`config.mk`:
```
export PLATFORM = sky130hd
export DESIGN_NAME = nvs_ram
export DESIGN_NICKNAME = d
export VERILOG_FILES = /design/src/design/nvs_ram.sv
export SDC_FILE = /design/constraint.sdc
export NUM_CORES = 2
export LEC_CHECK = 0
export ABC_AREA = 1
export BUFFER_PORTS_ARGS = -buffer_cell sky130_fd_sc_hd__buf_2
export CELL_PAD_IN_SITES_DETAIL_PLACEMENT = 1
export CELL_PAD_IN_SITES_GLOBAL_PLACEMENT = 2
export CORE_MARGIN = 4
export CORE_UTILIZATION = 43
export CTS_BUF_LIST = sky130_fd_sc_hd__clkbuf_4 sky130_fd_sc_hd__clkbuf_8 sky130_fd_sc_hd__clkbuf_16
export CTS_CLUSTER_DIAMETER = 150
export CTS_CLUSTER_SIZE = 10
export DETAILED_ROUTE_END_ITERATION = 8
export MAX_ROUTING_LAYER = met4
export PLACE_DENSITY_LB_ADDON = 0.12
export SLEW_MARGIN = 20
export SYNTH_ARGS = -nofsm -noshare
export SYNTH_HDL_FRONTEND = slang
export SYNTH_SLANG_ARGS = --single-unit
export TNS_END_PERCENT = 20
```
`constraint.sdc`:
```
create_clock -name clk -period 2.3 [get_ports clk]
set_input_delay 0.115 -clock clk [delete_from_list [all_inputs] [get_ports clk]]
set_output_delay 0.115 -clock clk [all_outputs]
set_load 0.1 [all_outputs]
```
`src/design/nvs_ram.sv`:
```
module nvs_ram #(
	parameter int WIDTH = 8,
	parameter int DEPTH = 256
) (
	input  logic                                     clk,
	input  logic                                     en,
	input  logic                                     we,
	input  logic [((DEPTH > 1) ? $clog2(DEPTH) : 1)-1:0] addr,
	input  logic [WIDTH-1:0]                         wdata,
	output logic [WIDTH-1:0]                         rdata
);

	logic [WIDTH-1:0] mem [DEPTH];

	// Single port with registered read; the read data holds while en is low.
	always_ff @(posedge clk) begin
		if (en) begin
			if (we) begin
				mem[addr] <= wdata;
			end
			rdata <= mem[addr];
		end
	end

endmodule

```
# Word level (Yosys, flattened, before mapping)

Memory sizes are Yosys's and may differ from the RTL's. A register that Yosys moved wholly into a read port is not among the register bits.
Cells that the tools add are included.

Multiplexer cells: 3

Operators with widths:

| operator         | number |
|---|---|
| 2-to-1 mux 1 bit | 3 |

Flip-flop bits (word level): 0
Memory bits (writable): 2048
Input bits: 19
Output and inout port bits: 8
Word-level logic and storage cells: 4
Memories: 1

Memories:

| name | depth | width | read ports | clocked after memory_dff | wr ports | RTL line | RTL |
|---|---|---|---|---|---|---|---|
| mem  | 256   | 8     | 1          | 1                        | 1        | 13       | `logic [WIDTH-1:0] mem [DEPTH];` |

# Depth between registers and ports, before layout

Depth in word-level cells: 3
Mapped depth: 17
Gate-level depth less buffers: 13

# Worst setup path after synthesis

No wires, ideal clock.

Path type: input-to-reg
From: in addr[0] (netlist bit)
To: mem mem[99][0] (enable)
Library setup time: 0.370 ns
Data arrival time: 1.740 ns
Required time: 1.930 ns
Setup slack: 0.189 ns
Stages: 9
Path buffers: 5
Cell sequence: buf_2 > inv_2 > buf_6 > buf_6 > buf_2 > nor3_2 > nand2_1 > clkbuf_1 > nor2_1

RTL lines:

| element            | RTL line | RTL |
|---|---|---|
| start: declaration | 8        | `input logic [((DEPTH > 1) ? $clog2(DEPTH) : 1)-1:0] addr,` |
| end: declaration   | 13       |  |

No word-level cell before the write port.

==> impl_metrics.sql <==
INSERT INTO impl_metrics (metric_group, metric, value, unit) VALUES
('timing', 'worst_slew_margin_rel', '0.343', ''),
('die', 'floorplan.initialDensity', '0.434', ''),
('global_routing', 'grt.overflow.total', '0', ''),
('die', 'die-width', '452', 'um'),
('synth', 'number_of_library_cell_types_mapped_by_synthesis', '16', ''),
('die', 'die-area', '0.204', 'mm2'),
('global_routing', 'pin_count_of_the_biggest_net_entering_global_routing', '102', ''),
('final_layout', 'design.final.nets', '8264', ''),
('clock_network', 'cts-htree-levels', '4', ''),
('route', 'antenna_left', '0', ''),
('global_routing', 'globalRouteTotalUtil', '0.271', ''),
('clock_network', 'clk_path_buf_depth', '3', ''),
('synth', 'flop_and_latch_count_out_of_synthesis', '2056', ''),
('placed_design', 'placedCellCount', '10600', ''),
('timing', 'final-hold-violation-count', '0', ''),
('final_layout', 'stdcell_count', '10900', ''),
('synth', 'synth.top_cells.by_count', 'sky130_fd_sc_hd__nand2_1 (4,102), sky130_fd_sc_hd__edfxtp_1 (2,056), sky130_fd_sc_hd__nand3_1 (564)', ''),
('critical_path', 'crit_top_cell', 'sky130_fd_sc_hd__nand2_1', ''),
('clock_network', 'clock_transition_at_the_register_clock_pins_on_the_worst_setup_and_hold_paths_after_cts', '0.06', 'ns'),
('route', 'drt_iter0_markers', '4787', ''),
('power_and_ir_drop', 'power.ir.vdd_worst', '0.632', 'mV'),
('timing', 'grt_setup_unrepaired', 'no', ''),
('route', 'detail_route.wl_per_cell', '24.6', 'um'),
('placed_design', 'port-buffer-count', '26', ''),
('synth', 'synth-edff-count', '2056', ''),
('synth', 'synthArstFlopShare', '0', ''),
('critical_path', 'setup.worst_path.start_class', 'flop', ''),
('route', 'detail_route.first_pass.iterations', '5', ''),
('timing', 'finalMaxSlewViolations', '0', ''),
('clock_network', 'tritoncts', 'built', ''),
('power_and_ir_drop', 'power.static_leakage', '38.8', 'nW'),
('clock_network', 'cts_buffers', '223', ''),
('timing', 'worst_slew_pin_slew', '0.982', 'ns'),
('timing', 'fin_worst_skew', '0.0258', 'ns'),
('critical_path', 'critical_path.cell_chain', 'nand2_1 -> nand2_1 -> nand2_1 -> nand2_1 -> nand2_1 -> nand2_1 -> o21ai_1 -> nand2_1 -> nor2_1 -> nor2_1 -> buf_4 -> nor2_1 -> nand2_1', ''),
('clock_network', 'clock_insertion_delay_worst_skew', '0.88', 'ns'),
('clock_network', 'count_of_buffers_added_by_post_cts_timing_repair_for_setup', '0', ''),
('synth', 'ys_warn_count', '0', ''),
('synth', 'syn_avg_cell_area', '10.9', 'um2'),
('synth', 'synthesis.area', '0.0847', 'mm2'),
('global_routing', 'antenna_found_initial', '10', ''),
('outcome', 'status', 'finished, final reports clean', ''),
('timing', 'setup-violations-final', '0', ''),
('synth', 'yosysTopAreaCell', 'sky130_fd_sc_hd__edfxtp_1', ''),
('timing', 'timing.fmax', '455', 'MHz'),
('global_routing', 'via_count_of_the_first_global_routing_pass', '61100', ''),
('final_layout', 'fin_util', '0.506', ''),
('timing', 'layout_min_cycle_time', '2.20', 'ns'),
('synth', 'synth.area.top_cells', 'sky130_fd_sc_hd__edfxtp_1 (73%), sky130_fd_sc_hd__nand2_1 (18%), sky130_fd_sc_hd__nand3_1 (3.3%)', ''),
('route', 'vias_per_inst', '5.37', ''),
('die', 'design.portCount', '27', ''),
('critical_path', 'arrival', '2.81', 'ns'),
('run', 'drv_cap', '0', ''),
('synth', 'netlist.area_leader.share', '0.729', ''),
('critical_path', 'timing.critical_path.to_type', 'flop', ''),
('route', 'dr_total_vias', '58500', ''),
('timing', 'fin_crit_sh', '0.957', ''),
('synth', 'synthMostInstantiatedCell', 'sky130_fd_sc_hd__nand2_1', ''),
('die', 'placementRows', '162', ''),
('route', 'post-route-drc-count', '0', ''),
('placed_design', 'detailed_place_hpwl', '169000', 'um'),
('die', 'fp.coreArea', '0.195', 'mm2'),
('placed_design', 'gpl.final_weighted_congestion', '0.838', ''),
('placed_design', 'dp_worst_setup_slack', '-0.548', 'ns'),
('final_layout', 'drive_above_1_share', '0.114', ''),
('synth', 'synth-seq-area-share', '0.729', ''),
('power_and_ir_drop', 'power-per-cell-area', '788', 'mW/mm2'),
('global_routing', 'grt_first_pass_wirelength', '399000', 'um'),
('route', 'detail_route.wirelength', '268000', 'um'),
('final_layout', 'layout-area-overhead-vs-synth', '16.6', '%'),
('die', 'die_height', '452', 'um');
final cells by class:
| cell class | instances | area [um2] | share of cell area |
|---|---|---|---|
| clock inverter | 11 | 178 | 0.00180 |
| antenna | 2 | 5.00 | 0.0000507 |
| sequential | 2056 | 61700 | 0.625 |
| clock buffer | 228 | 5710 | 0.0577 |
| inverter | 14 | 77.6 | 0.000785 |
| multi-input combinational | 5272 | 21100 | 0.214 |
| timing repair buffer | 678 | 6710 | 0.0679 |
| tap | 2624 | 3280 | 0.0332 |
registers in the layout, summed over array words and instances, names as in the netlist:
signal and count:
rdata 8, mem 2048
where the power goes:
| part | switching (mW) | internal, mW |
|---|---|---|
| Sequential | 0.0468 | 41.3 |
| Combinational | 3.88 | 1.45 |
| Clock | 13.8 | 17.4 |
| Total | 17.8 | 60.1 |
layer usage:
metal | routed length (um) | vias up | GRT usage
li1 | - | 27000 | -
met1 | 117000 | 29700 | 0.360
met2 | 131000 | 1430 | 0.441
met3 | 12500 | 372 | 0.0334
met4 | 7520 | 0 | 0.0762
met5 | 0 | - | -
timing repair:
action | CTS | global route
resized for setup | 0 | 7
hold buffers | 9 | 0
endpoints found under the hold margin | 1837 | 0
endpoints found under the setup margin | 0 | 4
critical path, delay by kind of cell (launching register included):
family | cells | cell delay, ns
DFF | 1 | 0.36
AOI/OAI and AO/OA | 1 | 0.23
buffers and inverters | 1 | 0.16
and+or+nand+nor | 11 | 1.23
through the flow:
step,TNS [ns],power [mW],instance area (um2)
final,0,77.9,98800
after global routing,0,80.6,98800
after CTS,0,78.7,98800
after detailed placement,-33.07,47.5,92800
after global placement,-19.77,47.4,92800
after floorplan,0,44.6,84700
cells by family after synthesis:
logic type             count (synthesis)  synth area share
flip-flops                          2056             0.729
AO/OA/AOI/OAI                        128           0.00756
buffers and inverters                470            0.0236
AND/OR/NAND/NOR                     5144             0.240
worst paths after layout:
| check | from | to | depth (start not counted) |
|---|---|---|---|
| worst max-delay path | mem[138][6] | rdata[6] | 13 |
| worst min-delay path | addr[6] | rdata[4] | 7 |
| worst max register to register | mem[138][6] | rdata[6] | 13 |
| worst min register to register | mem[62][2] | rdata[2] | 11 |
placed cells by master, fill, tap and decap left out, drive strengths merged:
master / instances
nand2: 4102
nand3: 564
nor2: 344
dlygate4sd3: 9
o21ai: 128
edfxtp: 2056
nand4: 132
inv: 19
bufinv: 1
clkbuf: 228
clkinv: 5
nor3: 2
diode: 2
buf: 669
Note: power is estimated with default switching activity, not from simulation.
