**config.mk**
```make
export PLATFORM = sky130hd
export DESIGN_NAME = nvs_div
export DESIGN_NICKNAME = d
export VERILOG_FILES = /design/src/design/nvs_pkg.sv /design/src/design/nvs_div.sv
export SDC_FILE = /design/constraint.sdc
export NUM_CORES = 1
export LEC_CHECK = 0
export BUFFER_PORTS_ARGS = -buffer_cell sky130_fd_sc_hd__buf_4
export CORE_ASPECT_RATIO = 0.75
export CORE_MARGIN = 2
export CORE_UTILIZATION = 50
export DETAILED_ROUTE_END_ITERATION = 16
export HOLD_SLACK_MARGIN = 0.02
export PLACE_DENSITY = 0.71
export REMOVE_ABC_BUFFERS = 1
export SLEW_MARGIN = 10
export SYNTH_ARGS = -nofsm -noshare
export SYNTH_HDL_FRONTEND = slang
export SYNTH_SLANG_ARGS = --single-unit
export TNS_END_PERCENT = 100
```
**constraint.sdc**
```tcl
create_clock -name clk -period 3.95 [get_ports clk]
set_input_delay 0.1975 -clock clk [delete_from_list [all_inputs] [get_ports clk]]
set_output_delay 0.1975 -clock clk [all_outputs]
set_load 0.005 [all_outputs]
```
**src/design/nvs_pkg.sv**
```systemverilog
package nvs_pkg;

	// Input item operations.
	typedef enum logic [1:0] {
		OP_LOAD_Y = 2'd0,
		OP_LOAD_C = 2'd1,
		OP_EMIT   = 2'd2
	} op_t;

	// Configuration register indexes.
	localparam logic [2:0] REG_SRC_WIDTH    = 3'd0;
	localparam logic [2:0] REG_SRC_HEIGHT   = 3'd1;
	localparam logic [2:0] REG_DST_LEFT     = 3'd2;
	localparam logic [2:0] REG_DST_TOP      = 3'd3;
	localparam logic [2:0] REG_BOX_WIDTH    = 3'd4;
	localparam logic [2:0] REG_BOX_HEIGHT   = 3'd5;
	localparam logic [2:0] REG_FILL_VALUE   = 3'd6;
	localparam logic [2:0] REG_CHROMA_ORDER = 3'd7;

	// Field and datapath widths.
	localparam int CFG_W   = 13;
	localparam int COORD_W = 12;
	localparam int SRC_W   = 10;
	localparam int BOX_W   = 13;
	localparam int NUM_W   = 22;
	localparam int QUO_W   = 10;

	// BT.601 integer coefficients.
	localparam int C_Y    = 298;
	localparam int C_RV   = 409;
	localparam int C_GU   = 100;
	localparam int C_GV   = 208;
	localparam int C_BU   = 516;
	localparam int ROUND  = 128;
	localparam int Y_OFF  = 16;
	localparam int C_OFF  = 128;

	// Item information carried down the pipeline.
	typedef struct packed {
		logic                 vld;
		logic [1:0]           op;
		logic [COORD_W-1:0]   col;
		logic [COORD_W-1:0]   row;
		logic [7:0]           data;
		logic                 boxed;
	} side_t;

	// Control passed to the color converter.
	typedef struct packed {
		logic vld;
		logic boxed;
	} pix_ctl_t;

endpackage

```
**src/design/nvs_div.sv**
```systemverilog
module nvs_div (
	input  logic                      clk,
	input  logic                      en,
	input  logic [nvs_pkg::NUM_W-1:0] num,
	input  logic [nvs_pkg::BOX_W-1:0] den,
	output logic [nvs_pkg::QUO_W-1:0] quo
);

	localparam int NW = nvs_pkg::NUM_W;
	localparam int QW = nvs_pkg::QUO_W;

	logic [NW-1:0] rem_s [QW];
	logic [QW-1:0] quo_s [QW];

	// Restoring division, one quotient bit per stage, most significant first.
	for (genvar i = 0; i < QW; i++) begin : g_st
		logic [NW-1:0] r_prev;
		logic [QW-1:0] q_prev;
		logic [NW:0]   dsh;

		if (i == 0) begin : g_first
			assign r_prev = num;
			assign q_prev = '0;
		end else begin : g_next
			assign r_prev = rem_s[i-1];
			assign q_prev = quo_s[i-1];
		end

		assign dsh = (NW+1)'(den) << (QW - 1 - i);

		always_ff @(posedge clk) begin
			if (en) begin
				if ({1'b0, r_prev} >= dsh) begin
					rem_s[i] <= r_prev - dsh[NW-1:0];
					quo_s[i] <= q_prev | (QW'(1) << (QW - 1 - i));
				end else begin
					rem_s[i] <= r_prev;
					quo_s[i] <= q_prev;
				end
			end
		end
	end

	assign quo = quo_s[QW-1];

endmodule

```
; ---- Word-level counts from Yosys, hierarchy flattened
; Memories as Yosys holds them, arrays and structs flattened.
; Cells that the tools add are included.
[word_totals]
reg_bits = 0
memories = 2
ram_bits = 320
word_cells = 122
output_inout_bits = 10
in_bits = 37
[memory_table]
columns = name, depth, width, rd, rd_clocked_by_memory_dff, wr, line_no
row1 = rem_s, 10, 22, 9, 0, 10, nvs_div.sv:12  ; logic [NW-1:0] rem_s [QW];
row2 = quo_s, 10, 10, 10, 0, 10, nvs_div.sv:13  ; logic [QW-1:0] quo_s [QW];
[op_classes]
bitwise = 20
order_cmp = 10
n_mux = 80
n_addsub = 10
[ops]
columns = operator, count
row1 = two-way mux 22 bit, 10
row2 = two-way mux 10 bit, 10
row3 = two-way mux 1 bit, 60
row4 = >= comparator 22 x 13 -> 1 bit, 1
row5 = >= comparator 22 x 14 -> 1 bit, 1
row6 = >= comparator 22 x 15 -> 1 bit, 1
row7 = >= comparator 22 x 16 -> 1 bit, 1
row8 = >= comparator 22 x 17 -> 1 bit, 1
row9 = >= comparator 22 x 18 -> 1 bit, 1
row10 = >= comparator 22 x 19 -> 1 bit, 1
row11 = >= comparator 22 x 20 -> 1 bit, 1
row12 = >= comparator 22 x 21 -> 1 bit, 1
row13 = >= comparator 22 bit, 1
row14 = subtractor 22 x 13 -> 22 bit, 1
row15 = subtractor 22 x 14 -> 22 bit, 1
row16 = subtractor 22 x 15 -> 22 bit, 1
row17 = subtractor 22 x 16 -> 22 bit, 1
row18 = subtractor 22 x 17 -> 22 bit, 1
row19 = subtractor 22 x 18 -> 22 bit, 1
row20 = subtractor 22 x 19 -> 22 bit, 1
row21 = subtractor 22 x 20 -> 22 bit, 1
row22 = subtractor 22 x 21 -> 22 bit, 1
row23 = subtractor 22 bit, 1
row24 = bitwise OR 1 bit, 20

; ---- Logic depth before layout (Yosys ltp)
; An unclocked memory read counts as a cell.
[logic_depth]
word_depth = 6
depth_mapped = 13
mapped_depth_nobuf = 12

; ---- Worst setup path before layout
; No wires, ideal clock.
[synth_timing]
path_kind = register -> register
start = mem rem_s[3][2] (netlist bit)
end = mem rem_s[3][39] (netlist bit), data pin
path_slack_ps = 1032
synth_period_minus_slack_ps = 2918
path_stages_with_launch = 14
required_time_ps = 3690
path_buffers = 1
setup_ps = 260
t_arrival_ps = 2658
path_cell_list = edfxtp_1 -> inv_1 -> ha_1 -> inv_1 -> fa_1 -> a211oi_2 -> o21bai_2 -> o22a_2 -> a311oi_4 -> or4_4 -> and2_4 -> buf_6 -> nor2_1 -> mux2_2
[synth_rtl]
columns = element, line_no
row1 = "start, declared", nvs_div.sv:12

==> results.tsv <==
stage	metric	value	unit
yosys	ys_types	84	
global_routing	gr-total-overflow	0	
timing	max_freq	0.2924	GHz
floorplan	die_y	157.2	µm
clock_network	cts_tree	built	
pwr	ir_drop	0.3484	mV
floorplan	initial_utilization	0.5042	
place	dp_hpwl	25.90	mm
timing	period_minus_slack	3420	ps
detailed_routing	drtIter0Drc	848	
place	place.port_buffers	46	
timing	skew	11.76	ps
critical_path	worstSetupEndpointType	flip-flop	
global_routing	grt_usage	0.2166	
floorplan	ioPinCount	47	
timing	finalCritPeriodShare	0.8659	
yosys	synth_cells	1379	
place	place_inst	1826	
critical_path	worstSetupStartpointType	flip-flop	
clock_network	cts_setup_buffers	0	
detailed_routing	drt-pass1-iter-count	5	
timing	relSlewSlack	0.3598	
global_routing	antenna_found_initial	0	
yosys	mappedNetlistArea	0.01565	mm²
floorplan	die_w	208.3	µm
layout	fin_util	0.5696	
detailed_routing	routed_wl	35.21	mm
detailed_routing	wl_per_cell	18.56	µm
pwr	power	11.21	mW
timing	rsz0062_at_grt	no	
layout	instances_no_fill	1897	
yosys	synth-compound-area-share	0.1468	
critical_path	crit_slowest_cell	or4_1	
timing	tightest_slew	960.2	ps
yosys	synth_top_family_by_area	compound AO/OA/AOI/OAI gates	
min_path	holdPathStages	1	
floorplan	dieArea	0.03275	mm²
critical_path	worst-r2r-cell-count	10	
clock_network	cts_buffers	27	
critical_path	worstPathRequired	4230	ps
flow_run	maxCapViolations	0	
pwr	leakage	6.666	nW
critical_path	path_class	flip-flop to flip-flop	
yosys	yosys_warnings	0	
clock_network	cts.path.max_buffers	3	
clock_network	clk_pin_slew	60	ps
global_routing	grt_pass1_vias	10520	
timing	fin_tns_setup	0	ps
detailed_routing	drc	0	
timing	setup_ws	529.6	ps
timing	hold_viol	0	
clock_network	cts_sinks	253	
detailed_routing	ant_nets	0	
place	dpl_cell_area	0.01655	mm²
critical_path	max_stage_delay	580	ps
status	status	complete, no violations	
yosys	synth_xor_area_frac	0.05764	
yosys	syn_area_per_cell	11.35	µm²
place	place_congestion	0.9257	
detailed_routing	vias	10980	
yosys	yosysSeqAreaShare	0.4854	
pwr	power_per_cell_area	634.2	mW/mm²
layout	final_common_cell	edfxtp_1	
layout	drive_gt1_frac	0.1335	
critical_path	worst-path-max-fanout	8	
layout	fillers	2599	
floorplan	core_region_area	0.03104	mm²
clock_network	htree_levels	1	
yosys	synth_ff_type	edfxtp_1	
layout	syn_to_final_growth	12.97	%
timing	slew_viol_final	0	
timing	setup_violations	0	
place	dp_slack	350.1	ps
layout	final_cell_area	0.01768	mm²
timing	hold_ws	55.14	ps
critical_path	crit_top_cell	nor4_1	
yosys	ys_ff_latch	253	
critical_path	crit_chain	ha_1 > nand4_1 > or4_1 > nor4_1 > nor4_1 > clkinv_2 > a41oi_2 > buf_4 > nor4_1 > xor2_1	
yosys	synth-simple-area-share	0.1278	
global_routing	grt_pass1_wl	55.97	mm
layout	fin_nets	1647	
yosys	synth_mux_area_frac	0.04037	
floorplan	num_rows	56	
clock_network	clock_latency	540	ps
critical_path	cp.arrival	3700	ps
global_routing	grt_max_degree	56	
yosys	synthAdderAreaFrac	0.1154	
min_path	min_path_type	primary input to flip-flop	
yosys	ys_async_sr_fraction	0	
clock_network	cts_root_buffer	clkbuf_16	
layout	final_cell_mix	edfxtp_1, ha_1, a21oi_1	
yosys	synth_edf_count	253	
detailed_routing	viasPerCell	5.789	
layout	diodes	0	
==> cells in the mapped netlist, drive strengths merged (21+ instances only) <==
cell type,n,share of area
nor4,23,0.011
xor2,40,0.022
nor2b,21,0.0084
nor2,90,0.022
ha,130,0.10
a21oi,107,0.035
inv,65,0.016
edfxtp,253,0.49
o21ai,92,0.029
nand2,99,0.024
nor3,27,0.0099
o21a,36,0.017
mux2,49,0.035
xnor2,63,0.035
==> repair_timing <==
action	4_1_cts	5_1_grt
resized for setup	0	0
endpoints found under the hold margin	22	0
hold buffers	22	0
==> worst paths after layout <==
check | start | endpoint | slack [ps]
worst min-delay path | en | quo_s[5][6] | 60
worst max-delay path | rem_s[2][37] | rem_s[3][19] | 530
worst max register to register | rem_s[2][37] | rem_s[3][19] | 530
worst min register to register | quo_s[5][8] | quo_s[6][8] | 410
==> registers in the layout (all words and copies together), names as in the netlist <==
name and count:
quo_s 55, rem_s 198
==> critical path, delay by kind of cell (launching register included) <==
family,cells,cell delay (ps)
and+or+nand+nor,5,1800
adders and majority gates,1,440
DFF,1,410
buffers and inverters,2,330
xor gates and xnor gates,1,110
AOI/OAI and AO/OA,1,60
==> area by class of cell <==
| class | count | area [µm²] | area share |
|---|---|---|---|
| Clock inverter | 19 | 226.5 | 0.01281 |
| Sequential cell | 253 | 7597 | 0.4297 |
| Tap cell | 406 | 508.0 | 0.02873 |
| Inverter | 66 | 249.0 | 0.01408 |
| Multi-Input combinational cell | 1029 | 7645 | 0.4324 |
| Timing Repair Buffer | 94 | 768.2 | 0.04345 |
| Clock buffer | 30 | 686.9 | 0.03885 |
==> where the power goes <==
group          internal (mW)  switching (mW)  leakage (nW)
Combinational           1.94            2.27          3.79
Clock                   1.58            1.06         0.450
Sequential              3.91           0.447          2.42
Total                   7.43            3.78          6.67
==> cell families (layout without fill, tap and decap cells) <==
group                      Yosys count  in the layout
and+or+nand+nor                    381            381
AOI/OAI and AO/OA                  349            349
DFF                                253            253
adders and majority gates          139            139
xor gates and xnor gates           103            103
buffers and inverters               97            209
muxes                               57             57
==> routing by layer <==
metal / track usage / vias up / share of wire
li1: - / 5391 / -
met1: 0.3049 / 5273 / 0.47
met2: 0.3575 / 259 / 0.46
met3: 0.02953 / 58 / 0.045
met4: 0.05173 / 0 / 0.024
met5: 0 / - / 0
No activity file was read; power rests on OpenSTA's default activity.
