### src/design/nvs_pkg.sv
package nvs_pkg;

	// Input item operations.
	typedef enum logic [1:0] {
		OP_LOAD_Y = 2'd0,
		OP_LOAD_C = 2'd1,
		OP_EMIT   = 2'd2
	} op_t;

	// Configuration register indexes.
	localparam logic [2:0] REG_SRC_WIDTH    = 3'd0;
	localparam logic [2:0] REG_SRC_HEIGHT   = 3'd1;
	localparam logic [2:0] REG_DST_LEFT     = 3'd2;
	localparam logic [2:0] REG_DST_TOP      = 3'd3;
	localparam logic [2:0] REG_BOX_WIDTH    = 3'd4;
	localparam logic [2:0] REG_BOX_HEIGHT   = 3'd5;
	localparam logic [2:0] REG_FILL_VALUE   = 3'd6;
	localparam logic [2:0] REG_CHROMA_ORDER = 3'd7;

	// Field and datapath widths.
	localparam int CFG_W   = 13;
	localparam int COORD_W = 12;
	localparam int SRC_W   = 10;
	localparam int BOX_W   = 13;
	localparam int NUM_W   = 22;
	localparam int QUO_W   = 10;

	// BT.601 integer coefficients.
	localparam int C_Y    = 298;
	localparam int C_RV   = 409;
	localparam int C_GU   = 100;
	localparam int C_GV   = 208;
	localparam int C_BU   = 516;
	localparam int ROUND  = 128;
	localparam int Y_OFF  = 16;
	localparam int C_OFF  = 128;

	// Item information carried down the pipeline.
	typedef struct packed {
		logic                 vld;
		logic [1:0]           op;
		logic [COORD_W-1:0]   col;
		logic [COORD_W-1:0]   row;
		logic [7:0]           data;
		logic                 boxed;
	} side_t;

	// Control passed to the color converter.
	typedef struct packed {
		logic vld;
		logic boxed;
	} pix_ctl_t;

endpackage

### src/design/nvs_csc.sv
module nvs_csc (
	input  logic              clk,
	input  logic              arst_n,
	input  logic              en,
	input  nvs_pkg::pix_ctl_t ctl,
	input  logic [7:0]        y,
	input  logic [7:0]        u,
	input  logic [7:0]        v,
	input  logic [7:0]        fill,
	output logic              out_valid,
	output logic [7:0]        red,
	output logic [7:0]        green,
	output logic [7:0]        blue,
	output logic              in_box
);

	nvs_pkg::pix_ctl_t ctl_s1;
	logic signed [19:0] pc_s1, pe_r_s1, pd_g_s1, pe_g_s1, pd_b_s1;
	logic signed [19:0] cs, ds, es;
	logic signed [19:0] sr, sg, sb;

	// Floor by 256 and saturate to a byte.
	function automatic logic [7:0] sat8(input logic signed [19:0] val);
		logic signed [19:0] t;
		t = val >>> 8;
		if (t < 0) begin
			return 8'd0;
		end else if (t > 20'sd255) begin
			return 8'd255;
		end
		return t[7:0];
	endfunction

	// Offsets: Y-16 floored at zero, chroma centered on 128.
	always_comb begin
		if (y >= 8'(nvs_pkg::Y_OFF)) begin
			cs = $signed({12'd0, y - 8'(nvs_pkg::Y_OFF)});
		end else begin
			cs = '0;
		end
		ds = $signed({12'd0, u}) - 20'(nvs_pkg::C_OFF);
		es = $signed({12'd0, v}) - 20'(nvs_pkg::C_OFF);
	end

	// First stage: coefficient products.
	always_ff @(posedge clk or negedge arst_n) begin
		if (!arst_n) begin
			ctl_s1 <= '0;
		end else if (en) begin
			ctl_s1 <= ctl;
		end
	end

	always_ff @(posedge clk) begin
		if (en) begin
			pc_s1   <= cs * $signed(20'(nvs_pkg::C_Y));
			pe_r_s1 <= es * $signed(20'(nvs_pkg::C_RV));
			pd_g_s1 <= ds * $signed(20'(nvs_pkg::C_GU));
			pe_g_s1 <= es * $signed(20'(nvs_pkg::C_GV));
			pd_b_s1 <= ds * $signed(20'(nvs_pkg::C_BU));
		end
	end

	// Second stage: sums with rounding, then saturation or the fill value.
	always_comb begin
		sr = pc_s1 + pe_r_s1 + 20'(nvs_pkg::ROUND);
		sg = pc_s1 - pd_g_s1 - pe_g_s1 + 20'(nvs_pkg::ROUND);
		sb = pc_s1 + pd_b_s1 + 20'(nvs_pkg::ROUND);
	end

	always_ff @(posedge clk or negedge arst_n) begin
		if (!arst_n) begin
			out_valid <= 1'b0;
		end else if (en) begin
			out_valid <= ctl_s1.vld;
		end
	end

	always_ff @(posedge clk) begin
		if (en) begin
			in_box <= ctl_s1.boxed;
			if (ctl_s1.boxed) begin
				red   <= sat8(sr);
				green <= sat8(sg);
				blue  <= sat8(sb);
			end else begin
				red   <= fill;
				green <= fill;
				blue  <= fill;
			end
		end
	end

endmodule
### config.mk
export PLATFORM = sky130hd
export DESIGN_NAME = nvs_csc
export DESIGN_NICKNAME = d
export VERILOG_FILES = /design/src/design/nvs_pkg.sv /design/src/design/nvs_csc.sv
export SDC_FILE = /design/constraint.sdc
export NUM_CORES = 1
export LEC_CHECK = 0
export ABC_AREA = 0
export BUFFER_PORTS_ARGS = -buffer_cell sky130_fd_sc_hd__buf_2
export CORE_AREA = 2 2 148 150
export DETAILED_ROUTE_END_ITERATION = 12
export DIE_AREA = 0 0 150 152
export PLACE_DENSITY = 0.76
export SYNTH_ARGS = -nofsm -noshare
export SYNTH_HDL_FRONTEND = slang
export SYNTH_SLANG_ARGS = --single-unit
### constraint.sdc
create_clock -name clk -period 3.95 [get_ports clk]
set_input_delay 0.1975 -clock clk [delete_from_list [all_inputs] [get_ports clk]]
set_output_delay 0.1975 -clock clk [all_outputs]
set_load 0.03 [all_outputs]
Yosys cells after proc, flatten, opt, wreduce, memory -nomap -nowiden
Cells that the tools add are included.
- memories kept: 0
- output and inout port bits: 26
- register bits: 119
- latch bits: 0
- ROM bits: 0
- RAM bits: 0
- logic and storage cells: 59
- shift-type cells: 0
- add/sub/neg operators: 10
- multiplexer cells: 25
- multipliers: 5
- order comparisons: 7
- reductions and logical operators: 0
- divide/modulo/power cells: 0
- bitwise gates (word level): 0
- eq/ne operators: 0
- operator list (kind ; count):
    two-way mux 8 bit ; 13
    adder 20 x 9 -> 20 bit, second input constant ; 3
    adder 20 bit ; 2
    subtractor 20 bit ; 2
    > comparator 12 x 9 -> 1 bit, second input constant ; 3
    less-than comparator 12 x 1 -> 1 bit, second input constant ; 3
    multiplier 9 x 10 -> 19 bit, second input constant ; 1
    multiplier 9 x 9 -> 18 bit, second input constant ; 1
    subtractor 8 x 8 -> 9 bit, second input constant ; 2
    multiplier 8 x 8 -> 16 bit, second input constant ; 1
    multiplier 9 x 6 -> 15 bit, second input constant ; 1
    multiplier 9 x 5 -> 14 bit, second input constant ; 1
    two-way mux 1 bit ; 12
    >= comparator 8 x 5 -> 1 bit, second input constant ; 1
    subtractor 8 x 5 -> 8 bit, second input constant ; 1

Depth between registers and ports, before layout
- depth after elaboration: 10
- mapped depth: 19
- gate-level depth less buffers: 19

Worst setup path before layout
No wires, ideal clock.
- kind: input -> register
- start point: input v[3]
- end point: register pe_r_s1[16], data pin
- data required time: 3.692 ns
- path slack: -0.125 ns
- arrival: 3.818 ns
- cell stages on the path: 16
- buffers on the path: 0
- cells stage by stage: ha_1 ha_1 inv_1 fa_1 fa_1 inv_1 ha_1 fa_1 a21o_1 a21oi_1 o21bai_1 a21oi_1 o21bai_1 a41oi_1 nor2b_1 xnor2_1
- cells in the longest elaborated chain, start to end: 2
- RTL lines (item ; line ; text):
    start, declared ; nvs_csc.sv:8 ; input logic [7:0] v,
    subtractor 8 x 8 -> 9 bit ; nvs_csc.sv:42 ; es = $signed({12'd0, v}) - 20'(nvs_pkg::C_OFF);
    multiplier 9 x 10 -> 19 bit ; nvs_csc.sv:57 ; pe_r_s1 <= es * $signed(20'(nvs_pkg::C_RV));
    end signal, assigned ; nvs_csc.sv:57 ;
    end, declared ; nvs_csc.sv:18 ; logic signed [19:0] pc_s1, pe_r_s1, pd_g_s1, pe_g_s1, pd_b_s1;
No other way between the ends.
A chain may end at the register's enable or synchronous reset.

Worst setup path after layout
Ends and elaborated chain as after synthesis.

==> reports/metrics.yaml <==
min_path:
  holdCritPathClass: "primary input to flip-flop"
  hold_depth: 2
pwr:
  ir_drop_uv: 496.5
  powerDensity_mw_per_mm2: 709.3
  power_mw: 8.433
  p_leak_nw: 5.916
global_routing:
  use_met1_pct: 23.30
  grt_use_met3_pct: 2.853
  grtUsageTotal_pct: 18.76
  grt_pass1_vias: 7267
  gr-max-usage-layer: "met2"
  grt.overflow.total: 0
  grt_max_degree: 45
  grt_first_pass_wirelength_um: 33900
  antenna_found_initial: 1
  use_met2_pct: 32.94
routing:
  routed_wl_um: 20180
  vias: 7135
  drc: 0
  vias_per_cell: 5.170
  ant_nets: 0
  drtIter0Drc: 271
  wl_per_cell_um: 14.62
  dr.pass1.iters: 5
outcome:
  status: "completed"
critical_path:
  slowest_delay_ns: 0.52
  cp.arrival_ns: 3.89
  worstSetupPathDepth: 17
  setup.worst_path.class: "primary input to flip-flop"
  critPathRequiredTime_ns: 4.06
  crit_chain: "buf_2 -> ha_1 -> ha_1 -> inv_1 -> fa_1 -> fa_1 -> inv_1 -> ha_1 -> fa_2 -> a21o_1 -> a21oi_2 -> o21bai_1 -> a21oi_2 -> o21bai_1 -> a41oi_2 -> nor2b_2 -> xnor2_1"
  crit_buf_inv: 3
  critPathSlowestCell: "fa_1"
  crit_fanout: 2
  critPathTopFamily: "adder cells"
  path_common_cell: "ha_1"
  start_kind: "primary input"
  crit_path_end_kind: "flip-flop"
  reg2reg_depth: 13
logic_synthesis:
  yosys-top-cells-area: "ha_1 30%, edfxtp_1 29%, fa_1 9.4%"
  syn_area_per_cell_um2: 10.79
  synth-edff-count: 102
  synth_top_area_share_pct: 29.76
  yosysWarnings: 0
  syn_nets: 1305
  ys_ff_latch: 105
  ys_seq_area_share_pct: 29.97
  syn-cell-area_mm2: 0.01047
  async_flop_share_pct: 2.857
  synthDistinctLibCells: 61
  yosysTopAreaCell: "ha_1"
  synthFlopType: "edfxtp_1"
  syn_inst: 970
place:
  gp_congestion: 0.8723
  hpwl_um: 16750
  portBuffers: 62
timing:
  hold_violations: 0
  fmax_mhz: 264.6
  drv_slew: 0
  period_minus_slack_ns: 3.779
  tightest_slew_ns: 0.5906
  setup_viol: 0
  setup_tns_ns: 0
  fin_worst_skew_ns: 0.006555
  relSlewSlack_pct: 60.63
  fin_crit_sh_pct: 95.68
  fin_hold_ws_ns: 0.07758
cts:
  clock-root-buffer: "clkbuf_16"
  cts_tree: "built"
  clk_latency_ns: 0.35
  cts-htree-levels: 3
  cts.sinks: 105
  cts_buffers: 9
  cts.reportedPaths.clkPinSlew_ns: 0.07
  clock_path_buffers: 2
die:
  ioPinCount: 63
  core_area_mm2: 0.02135
  die_w_um: 150
  start_util_pct: 49.03
  rows: 54
  die_h_um: 152
  die_area_mm2: 0.02280
cells_and_area:
  area_delta_synth_final_pct: 13.58
  drive_gt1_share_pct: 15.82
  antenna_cells: 0
  layout.nets: 1430
run:
  drv_cap: 0
[timing repair]
action,in CTS,in global routing
endpoints found under the setup margin,0,15
endpoints found under the hold margin,3,0
resized for setup,0,7
buffers inserted,0,4
hold buffers,1,0
[per-layer routing]
layer	vias to the layer above	wire, µm
met5	-	13
met1	3344	8875
met3	41	770
met2	133	9984
met4	2	534
li1	3615	-
[synthesized netlist by cell type, types with 3 or more instances]
cell type  number
ha_1          249
inv_1         185
edfxtp_1      102
a21oi_1        61
xnor2_1        50
fa_1           49
nor2_1         44
o21ai_0        26
nand2_1        23
xor2_1         20
nor3_1         15
o21bai_1       15
a21o_1         12
o211ai_1       11
or2b_2         10
nand3_1         8
nor2b_1         7
mux2_2          5
o21a_1          5
o21ai_1         5
and2_1          4
nand2b_1        4
nor4_1          4
or2_2           4
a211oi_1        3
a31oi_1         3
dfrtp_1         3
o311ai_2        3
o31a_1          3
[final timing paths]
kind                                start          end  slack, ns
max in group asynchronous          arst_n    ctl_s1[1]       3.69
worst max-delay path                 v[3]  pe_r_s1[16]       0.17
worst min-delay path               ctl[0]    ctl_s1[0]       0.08
min in group asynchronous          arst_n    out_valid       0.16
worst max register to register   pc_s1[5]     green[4]       0.19
worst min register to register  ctl_s1[1]    out_valid       0.51
[sequential cells by signal, summed over array words and instances, names as in the netlist]
register   cells
blue           8
ctl_s1         2
green          8
in_box         1
out_valid      1
pc_s1         16
pd_b_s1       18
pd_g_s1       12
pe_g_s1       12
pe_r_s1       19
red            8
[power breakdown]
| group | leakage [nW] | internal (mW) | switching [mW] |
|---|---|---|---|
| logic | 4.73 | 2.52 | 3.11 |
| clock network | 0.154 | 0.573 | 0.387 |
| registers | 1.04 | 1.64 | 0.203 |
| total | 5.92 | 4.74 | 3.70 |
[area by class of cell]
cell class	instances	area, µm²
clock buffer	13	250.2
sequential	105	3138
tap	280	350.3
fill	1827	9460
timing repair buffer	115	713.2
multi-input combinational	679	6679
clock inverter	3	65.06
inverter	185	694.4
[cell usage in the layout, fill, tap and decap left out, types with 3 or more instances in the layout]
cell type	netlist	final
a31oi_1	3	3
edfxtp_1	102	102
mux2_2	5	5
clkbuf_1	0	3
nand2b_1	4	4
a21o_1	12	12
o211ai_1	11	11
nor4_1	4	3
nand2_1	23	23
buf_2	0	61
inv_1	185	185
xnor2_1	50	50
ha_1	249	249
clkbuf_16	0	9
xor2_1	20	20
dfrtp_1	3	3
o21ai_0	26	24
a21oi_1	61	56
buf_4	1	53
o21a_1	5	5
or2b_2	10	10
and2_1	4	4
or2_2	4	4
o21bai_1	15	15
o311ai_2	3	3
o31a_1	3	3
nand3_1	8	8
a21oi_2	1	6
o21ai_1	5	7
nor2_1	44	44
fa_1	49	48
nor3_1	15	15
nor2b_1	7	6
[per-stage QoR]
step / cells / setup slack, ns / instance area, µm² / utilization (%)
after CTS: 1376 / 0.1098 / 11830 / 55.43
after floorplan: 970 / 0.01812 / 10490 / -
after global routing: 1380 / -0.02288 / 11890 / 55.69
after detailed placement: 1359 / -0.2590 / 11510 / 53.90
after global placement: 1359 / -0.1908 / 11510 / 53.90
final: 1380 / 0.1706 / 11890 / 55.69
[logic make-up after synthesis]
family,Yosys count,synth area share [%]
buffers and inverters,186,6.705
DFF,105,29.97
and+or+nand+nor,137,6.932
muxes,5,0.5378
xor gates and xnor gates,70,5.856
AOI/OAI and AO/OA,169,10.86
adders and majority gates,298,39.13
[worst reg2reg max path: cells and delay by family (launching register included)]
kind | cells | cell delay (ns)
buffers and inverters | 2 | 0.12
AOI/OAI and AO/OA | 5 | 1.16
and+or+nand+nor | 3 | 0.66
adders and majority gates | 3 | 1.19
DFF | 1 | 0.37
Note: power is estimated with default switching activity, not from simulation.
